<file path="src/hw/rtl/usv_pkg.sv">
// Shared types and constants of the UTF-8 stream validator.
package usv_pkg;

   typedef struct packed {
      logic       op;
      logic [7:0] data_byte;
   } req_type;

   typedef struct packed {
      logic       done_res;
      logic       valid_res;
      logic [2:0] fault_code;
   } rsp_type;

   typedef enum logic [2:0] {
      ERR_NONE      = 3'd0,
      ERR_LEAD      = 3'd1,
      ERR_CONT      = 3'd2,
      ERR_TRUNC     = 3'd3,
      ERR_OVERLONG  = 3'd4,
      ERR_ABOVE     = 3'd5,
      ERR_SURROGATE = 3'd6
   } err_type;

   typedef enum logic [2:0] {
      KIND_ASCII = 3'd0,
      KIND_LEAD2 = 3'd1,
      KIND_LEAD3 = 3'd2,
      KIND_LEAD4 = 3'd3,
      KIND_CONT  = 3'd4,
      KIND_BAD   = 3'd5
   } kind_type;

   typedef struct packed {
      logic       is_end;
      kind_type   kind;
      logic [5:0] payload;
   } class_type;

   localparam int CP_W = 21;

   localparam logic [CP_W-1:0] MIN_LEN2      = 21'h00080;
   localparam logic [CP_W-1:0] MIN_LEN3      = 21'h00800;
   localparam logic [CP_W-1:0] MIN_LEN4      = 21'h10000;
   localparam logic [CP_W-1:0] MAX_CODE      = 21'h10FFFF;
   localparam logic [CP_W-1:0] SURROGATE_LO  = 21'h0D800;
   localparam logic [CP_W-1:0] SURROGATE_HI  = 21'h0DFFF;

endpackage

</file>
<file path="src/hw/rtl/usv_queue.sv">
// Small first-in first-out queue of words with push/full and pop/empty sides.
module usv_queue
   import usv_pkg::*;
#(
   parameter int  DEPTH     = 2,
   parameter type item_type = logic
) (
   input  logic     clock,
   input  logic     reset,
   input  logic     push,
   input  item_type wr_data,
   output logic     full,
   input  logic     pop,
   output item_type rd_data,
   output logic     empty
);

   localparam int PTR_W = (DEPTH > 1) ? $clog2(DEPTH) : 1;
   localparam int CNT_W = $clog2(DEPTH + 1);

   item_type         slot_ff [DEPTH];
   logic [PTR_W-1:0] wr_ptr_ff, wr_ptr_in;
   logic [PTR_W-1:0] rd_ptr_ff, rd_ptr_in;
   logic [CNT_W-1:0] count_ff, count_in;
   logic             do_push, do_pop;

   assign full    = (count_ff == CNT_W'(DEPTH));
   assign empty   = (count_ff == '0);
   assign do_push = push & ~full;
   assign do_pop  = pop & ~empty;
   assign rd_data = slot_ff[rd_ptr_ff];

   always_comb begin
      wr_ptr_in = wr_ptr_ff;
      rd_ptr_in = rd_ptr_ff;
      if (do_push) begin
         wr_ptr_in = (wr_ptr_ff == PTR_W'(DEPTH - 1)) ? '0 : wr_ptr_ff + PTR_W'(1);
      end
      if (do_pop) begin
         rd_ptr_in = (rd_ptr_ff == PTR_W'(DEPTH - 1)) ? '0 : rd_ptr_ff + PTR_W'(1);
      end
      count_in = count_ff + CNT_W'(do_push) - CNT_W'(do_pop);
   end

   always_ff @(posedge clock) begin
      if (reset) begin
         wr_ptr_ff <= '0;
         rd_ptr_ff <= '0;
         count_ff  <= '0;
      end else begin
         wr_ptr_ff <= wr_ptr_in;
         rd_ptr_ff <= rd_ptr_in;
         count_ff  <= count_in;
      end
   end

   always_ff @(posedge clock) begin
      if (do_push) begin
         slot_ff[wr_ptr_ff] <= wr_data;
      end
   end

endmodule

</file>
<file path="src/hw/rtl/usv_front.sv">
// Front end: classifies each incoming word by its UTF-8 byte pattern.
module usv_front
   import usv_pkg::*;
(
   input  logic      req_push,
   input  req_type   req_data,
   output logic      class_push,
   output class_type class_word
);

   logic [7:0] b;

   assign b          = req_data.data_byte;
   assign class_push = req_push;

   always_comb begin
      class_word.is_end  = req_data.op;
      class_word.payload = b[5:0];
      if (b[7] == 1'b0) begin
         class_word.kind = KIND_ASCII;
      end else if (b[7:6] == 2'b10) begin
         class_word.kind = KIND_CONT;
      end else if (b[7:5] == 3'b110) begin
         class_word.kind = KIND_LEAD2;
      end else if (b[7:4] == 4'b1110) begin
         class_word.kind = KIND_LEAD3;
      end else if (b[7:3] == 5'b11110) begin
         class_word.kind = KIND_LEAD4;
      end else begin
         class_word.kind = KIND_BAD;
      end
   end

endmodule

</file>
<file path="src/hw/rtl/usv_back.sv">
// Back end: decoder state, range checks and the per-word verdict.
module usv_back
   import usv_pkg::*;
(
   input  logic      clock,
   input  logic      reset,
   input  logic      class_empty,
   input  class_type class_word,
   output logic      class_pop,
   input  logic      rsp_full,
   output logic      rsp_push,
   output rsp_type   rsp_word
);

   logic [1:0]      rem_ff, rem_in;
   logic [2:0]      len_ff, len_in;
   logic [CP_W-1:0] acc_ff, acc_in;
   err_type         err_ff, err_in;
   logic            step;
   logic [1:0]      rem_dec;
   logic [CP_W-1:0] acc_shift;
   logic [CP_W-1:0] minimum;
   err_type         err_out;

   assign step      = ~class_empty & ~rsp_full;
   assign class_pop = step;
   assign rsp_push  = step;
   assign rem_dec   = rem_ff - 2'd1;
   assign acc_shift = {acc_ff[CP_W-7:0], class_word.payload};

   always_comb begin
      case (len_ff)
         3'd2:    minimum = MIN_LEN2;
         3'd3:    minimum = MIN_LEN3;
         default: minimum = MIN_LEN4;
      endcase
   end

   always_comb begin
      rem_in  = rem_ff;
      len_in  = len_ff;
      acc_in  = acc_ff;
      err_in  = err_ff;
      err_out = err_ff;
      if (step) begin
         if (class_word.is_end) begin
            if (err_ff == ERR_NONE && rem_ff != 2'd0) begin
               err_out = ERR_TRUNC;
            end
            rem_in = '0;
            len_in = '0;
            acc_in = '0;
            err_in = ERR_NONE;
         end else begin
            if (err_ff == ERR_NONE) begin
               if (rem_ff == 2'd0) begin
                  case (class_word.kind)
                     KIND_ASCII: begin
                     end
                     KIND_LEAD2: begin
                        len_in = 3'd2;
                        rem_in = 2'd1;
                        acc_in = {16'd0, class_word.payload[4:0]};
                     end
                     KIND_LEAD3: begin
                        len_in = 3'd3;
                        rem_in = 2'd2;
                        acc_in = {17'd0, class_word.payload[3:0]};
                     end
                     KIND_LEAD4: begin
                        len_in = 3'd4;
                        rem_in = 2'd3;
                        acc_in = {18'd0, class_word.payload[2:0]};
                     end
                     default: begin
                        err_in = ERR_LEAD;
                     end
                  endcase
               end else if (class_word.kind != KIND_CONT) begin
                  err_in = ERR_CONT;
               end else begin
                  rem_in = rem_dec;
                  acc_in = acc_shift;
                  if (rem_dec == 2'd0) begin
                     if (acc_shift < minimum) begin
                        err_in = ERR_OVERLONG;
                     end else if (acc_shift > MAX_CODE) begin
                        err_in = ERR_ABOVE;
                     end else if (acc_shift >= SURROGATE_LO && acc_shift <= SURROGATE_HI) begin
                        err_in = ERR_SURROGATE;
                     end
                     len_in = '0;
                     acc_in = '0;
                  end
               end
            end
            err_out = err_in;
         end
      end
   end

   always_comb begin
      rsp_word.done_res   = class_word.is_end;
      rsp_word.valid_res  = (err_out == ERR_NONE);
      rsp_word.fault_code = err_out;
   end

   always_ff @(posedge clock) begin
      if (reset) begin
         rem_ff <= '0;
         len_ff <= '0;
         acc_ff <= '0;
         err_ff <= ERR_NONE;
      end else begin
         rem_ff <= rem_in;
         len_ff <= len_in;
         acc_ff <= acc_in;
         err_ff <= err_in;
      end
   end

endmodule

</file>
<file path="src/hw/rtl/utf8_stream_validator.sv">
// Top level of the UTF-8 stream validator.
//
// The block checks byte strings for well-formed UTF-8. Each input word carries
// one data byte, or with op set, the end of the string. Every input word gives
// exactly one result word: the running verdict and the first error code seen,
// or on the end word, the final verdict including truncation.
// Both channels behave like queues. An input word is taken on a clock edge
// with req_push high and req_full low; the oldest result stands on rsp_data
// while rsp_empty is low and leaves on an edge with rsp_pop high.
// The block takes one word per cycle while req_full is low, bound by the
// decode step of the back end, which stalls while the result queue is full.
// A classified-word queue separates the classifier from the decoder, and a
// result queue separates the decoder from the receiver. When the receiver
// stalls, the result queue fills, then the inner queue, and only then does
// req_full rise. Synchronous reset empties both queues and clears the
// decoder state, so the next word starts a new string.
module utf8_stream_validator
   import usv_pkg::*;
#(
   parameter int QUEUE_DEPTH  = 2,
   parameter int RESULT_DEPTH = 2
) (
   input  logic    clock,
   input  logic    reset,
   input  logic    req_push,
   input  req_type req_data,
   output logic    req_full,
   input  logic    rsp_pop,
   output rsp_type rsp_data,
   output logic    rsp_empty
);

   logic      class_push;
   class_type class_in_word;
   class_type class_out_word;
   logic      class_pop;
   logic      class_empty;
   logic      rsp_push;
   rsp_type   rsp_word;
   logic      rsp_full;

   usv_front u_front (
      .req_push   (req_push),
      .req_data   (req_data),
      .class_push (class_push),
      .class_word (class_in_word)
   );

   usv_queue #(
      .DEPTH     (QUEUE_DEPTH),
      .item_type (class_type)
   ) u_class_queue (
      .clock   (clock),
      .reset   (reset),
      .push    (class_push),
      .wr_data (class_in_word),
      .full    (req_full),
      .pop     (class_pop),
      .rd_data (class_out_word),
      .empty   (class_empty)
   );

   usv_back u_back (
      .clock       (clock),
      .reset       (reset),
      .class_empty (class_empty),
      .class_word  (class_out_word),
      .class_pop   (class_pop),
      .rsp_full    (rsp_full),
      .rsp_push    (rsp_push),
      .rsp_word    (rsp_word)
   );

   usv_queue #(
      .DEPTH     (RESULT_DEPTH),
      .item_type (rsp_type)
   ) u_rsp_queue (
      .clock   (clock),
      .reset   (reset),
      .push    (rsp_push),
      .wr_data (rsp_word),
      .full    (rsp_full),
      .pop     (rsp_pop),
      .rd_data (rsp_data),
      .empty   (rsp_empty)
   );

endmodule

</file>
<file path="config.mk">
export PLATFORM = sky130hd
export DESIGN_NAME = utf8_stream_validator
export DESIGN_NICKNAME = d
export VERILOG_FILES = /design/src/hw/rtl/usv_pkg.sv /design/src/hw/rtl/usv_queue.sv /design/src/hw/rtl/usv_front.sv /design/src/hw/rtl/usv_back.sv /design/src/hw/rtl/utf8_stream_validator.sv
export SDC_FILE = /design/constraint.sdc
export NUM_CORES = 1
export LEC_CHECK = 0
export BUFFER_PORTS_ARGS = -buffer_cell sky130_fd_sc_hd__clkbuf_2
export CAP_MARGIN = 0
export CORE_MARGIN = 2
export CORE_UTILIZATION = 35
export CTS_CLUSTER_SIZE = 12
export DETAILED_ROUTE_END_ITERATION = 7
export GPL_TIMING_DRIVEN = 0
export HOLD_SLACK_MARGIN = 0.03
export PLACE_DENSITY = 0.55
export SYNTH_ARGS = -nofsm -noshare
export SYNTH_HDL_FRONTEND = slang
export SYNTH_SLANG_ARGS = --single-unit
</file>
<file path="constraint.sdc">
create_clock -name clock -period 3.4 [get_ports clock]
set_clock_uncertainty 0.15 [all_clocks]
set_input_delay 0 -clock clock [delete_from_list [all_inputs] [get_ports clock]]
set_output_delay 0 -clock clock [all_outputs]
set_load 0.02 [all_outputs]
</file>
==> results.md <==
STA:
- Dividing the final minimum period by the clock period gives 0.7654.
- The highest attainable clock frequency is roughly 380 MHz.
- The count of endpoints failing hold in the final timing report came to 0.
- The transition time at the pin with the least slew margin is roughly 0.93 ns.
- Setup repair after global routing left no endpoint under its margin.
- The final max-slew violation count is 0.
- Headroom to the max-slew limit came out at 0.3749.
- The total negative slack for setup checks is 0 ns.
- Setup violations remaining at the end of the flow were counted as 0.
- Counting I/O delays and the setup requirement, the final critical path takes between 2 and 3 ns.

Final layout:
- The count of placed standard cells in the final layout, fillers left out is around 420.
- 0 antenna diodes ended up in the layout.
- Once layout is done, the placed cells without fillers occupy 3450 µm².
- The layout has 784 filler cells.
- The most common cell after layout, fill and taps aside is sky130_fd_sc_hd__nand2_1.
- At the end of the flow the core is filled with cells to 0.4241.
- In the layout the commonest cells are 34 x sky130_fd_sc_hd__nand2_1, 33 x sky130_fd_sc_hd__dfxtp_1, 30 x sky130_fd_sc_hd__edfxtp_1.
- The proportion of layout cells with a drive suffix above 1 is 0.1891.
- Compared with the post-synthesis result, the final layout area differs by 18.58%.
- After the last flow step, the layout net total stands at 326.

Clock tree:
- The number of sinks on the clock net is between 60 and 70.
- The CTS tree is done.
- The clock tree root buffer cell is sky130_fd_sc_hd__clkbuf_8.
- Clock tree synthesis inserted a total of 9 buffers.
- In this run the deepest clock path goes through 2 buffers.
- The maximum level of the CTS H-tree is 3.
- The number of buffers added for setup after CTS is 0.
- Post-CTS repair changed the size of 0 cells.
- At the later pin of the worst-skew pair, clock insertion delay measures 0.34 ns.
- The clock input transition at the sequential cells of the worst setup and hold paths is approximately 0.070 ns.
- The number of buffers added to fix hold violations after cts is 13.

Floorplanning:
- The core area is 8134 µm².
- The initial core utilization is 0.3576.
- The floorplan row count is 33.
- The die height is approximately 95 µm.
- The floorplan step defined a die boundary enclosing 9056 µm².
- The die width is 95.17 µm.
- In this run the count of I/O pins placed on the die edge is 20.

Global routing:
- The maximum number of pins on one net before global-route repair is 12.
- The first global-routing pass estimated 9563 µm of wire.
- The via count of the first global-routing pass was 1971.
- The global-route usage over all layers is 0.1397.
- After global routing the overflow that remains totals 0.
- The number of antenna violations at the first check in global routing is 0.

Detailed routing:
- The routed length per placed instance is 13.64 µm.
- The number of nets with antenna violations after routing is 0.
- For this run, design rule violations remaining after detail routing come to 0.
- After detailed routing, the met2 layer carries 2726 µm of wire.
- In this run, the number of DRC markers left after iteration 0 of detailed routing was 138.
- The routed layout has 2081 vias.
- The pre-antenna-repair detailed-routing pass consisted of 4 iterations.
- The met1 wire length is 2677 µm.
- Wires add up to 5687 µm.
- The uppermost layer routed is met4.
- Summed over all nets, wire length on met3 after detailed routing comes to a little over 200 µm.
- The mean number of vias per cell is around 5.0.

Setup path:
- At the worst endpoint, the required time is between 3 and 4 ns.
- The kind of capture point of the worst setup path is a register.
- For this design, the slowest cell found on the critical path is sky130_fd_sc_hd__a2111oi_0.
- Traced cell by cell, the critical path runs through nor2b_1, ha_1, nor2_1, a2111oi_0, o2111ai_1, a41o_1, nor3_1.
- The count of buffering cells on the critical path with inverters included is 0.
- The launching element type of the critical path is a register.
- The worst endpoint data arrival time is 2.59 ns.
- The classification of the worst setup path is register to register.
- The highest cell delay on the worst timing path is 0.54 ns.
- The worst-case register-to-register setup slack is about 0.8 ns.
- The highest fanout seen on the critical path is 3.
- The kind of cell with the highest combined delay on the critical path is compound AO/OA/AOI/OAI gates.

Yosys:
- The share of flip-flops with an asynchronous set or reset after synthesis is 0.
- Of the synthesized area, sequential elements account for 0.5368.
- The main flop type after synthesis is sky130_fd_sc_hd__dfxtp_1.
- Of all cell types, the one taking the most synthesized area is sky130_fd_sc_hd__edfxtp_1.
- The number of nets handed over by synthesis was 284.
- The post-synthesis instance area is 2909 µm².
- The share of synthesized area in the top cell type comes to 0.3097.
- The unique cell type count in the Yosys netlist is slightly below 60.
- Each instance of the synthesized netlist takes up on average 10.98 µm².
- By area the synthesized netlist is led by sky130_fd_sc_hd__edfxtp_1 31%, sky130_fd_sc_hd__dfxtp_1 23%, sky130_fd_sc_hd__mux2i_1 5.5%.
- The number of register bits inferred by synthesis is 63.
- For this run, the number of Yosys warnings is 0.
- The number of enable flip-flop cells after synthesis is 30.
- Synthesis produced a netlist whose cell count is 265.

Min path:
- The min-delay analysis places its worst path in the category primary input to register.

Power and ir drop:
- The maximum vdd ir drop is approximately 0.00024 V.
- In this run the static leakage power is 1.327 nW.
- For this design the ratio of total power to cell area is approximately 800 nW/µm².

Placed design:
- The detailed-placement wirelength estimate is 3932 µm.
- Including well taps, the total number of placed cells is between 300 and 400.
- Summing all placed instances gives a cell area of 3131 µm².
- The global placer's final weighted congestion is 0.8518.
- Port buffering added 18 buffers.

Flow run:
- The number of maximum-capacitance constraint violations is 0.

Status:
- The flow ran to the end, and the final reports show no timing, DRC or antenna violations.
## power by group
part / internal (mW) / switching (mW)
sequential: 0.981 / 0.0786
clock: 0.336 / 0.293
combinational: 0.440 / 0.596
## registers in the layout (all words and copies together), names as in the netlist, named ones only
name,count
u_class_queue.wr_ptr_ff,1
u_rsp_queue.rd_ptr_ff,1
u_rsp_queue.count_ff,2
u_back.acc_ff,15
u_rsp_queue.wr_ptr_ff,1
u_back.err_ff,3
u_class_queue.count_ff,2
u_rsp_queue.slot_ff,10
u_back.rem_ff,2
u_back.len_ff,3
u_class_queue.rd_ptr_ff,1
u_class_queue.slot_ff,20
## cell usage after synthesis (all sizes together) (2+ instances only)
library cell,instances
a2111oi,2
a21oi,8
a311o,2
a31o,2
a31oi,3
buf,4
clkbuf,6
dfxtp,33
edfxtp,30
ha,6
inv,12
mux2,11
mux2i,17
nand2,34
nand3,5
nand3b,3
nand4b,2
nor2,23
nor2b,8
nor3,8
nor4,2
nor4b,2
o2111ai,2
o211ai,2
o21ai,2
o221ai,2
or2,2
or3,2
or3b,2
xnor2,5
xor2,3
## per-layer routing
| layer | vias up | track usage |
|---|---|---|
| met3 | 6 | 0.03874 |
| met2 | 45 | 0.2212 |
| met4 | 0 | 0.05797 |
| met1 | 992 | 0.1796 |
| li1 | 1038 | - |
| met5 | - | 0 |
## path summary, 6_finish.rpt
kind                         start                          end  cells after the start
setup / recovery  u_back.len_ff[1]    u_rsp_queue.slot_ff[1][3]                      7
hold / removal         req_data[8]  u_class_queue.slot_ff[0][9]                      2
setup reg to reg  u_back.len_ff[1]    u_rsp_queue.slot_ff[1][3]                      7
hold reg to reg   u_back.acc_ff[0]             u_back.acc_ff[0]                      2
## logic make-up (layout without fill, tap and decap cells)
logic type / Yosys count / after routing / synth area share
compound gates: 37 / 37 / 0.09937
xor+xnor: 8 / 8 / 0.02409
fa+ha+maj: 6 / 6 / 0.02581
buf+inv: 23 / 70 / 0.03656
flops: 63 / 63 / 0.5368
mux: 28 / 28 / 0.1024
simple gates: 100 / 100 / 0.1751
## area by class of cell
cell class / count / area [µm²] / share of cell area
clock buffers: 10 / 127.6 / 0.03700
multi-input cells: 179 / 1241 / 0.3598
well taps: 105 / 131.4 / 0.03808
flip-flops and latches: 63 / 1562 / 0.4527
plain buffers: 10 / 57.56 / 0.01668
clock inverters: 6 / 61.31 / 0.01777
inverters: 13 / 48.80 / 0.01415
repair buffers: 31 / 220.2 / 0.06384
## metrics by stage
step           total power, mW  setup WS [ns]  hold slack, ns
3_3_place_gp             2.092         0.8963         0.04003
4_1_cts                  2.759         0.8399          0.2196
2_1_floorplan            1.871          1.220        -0.05113
6_report                 2.724         0.7975          0.2401
3_5_place_dp             2.111         0.8630         0.04514
5_1_grt                  2.919         0.5274          0.2323
Note: power is estimated with default switching activity, not from simulation.
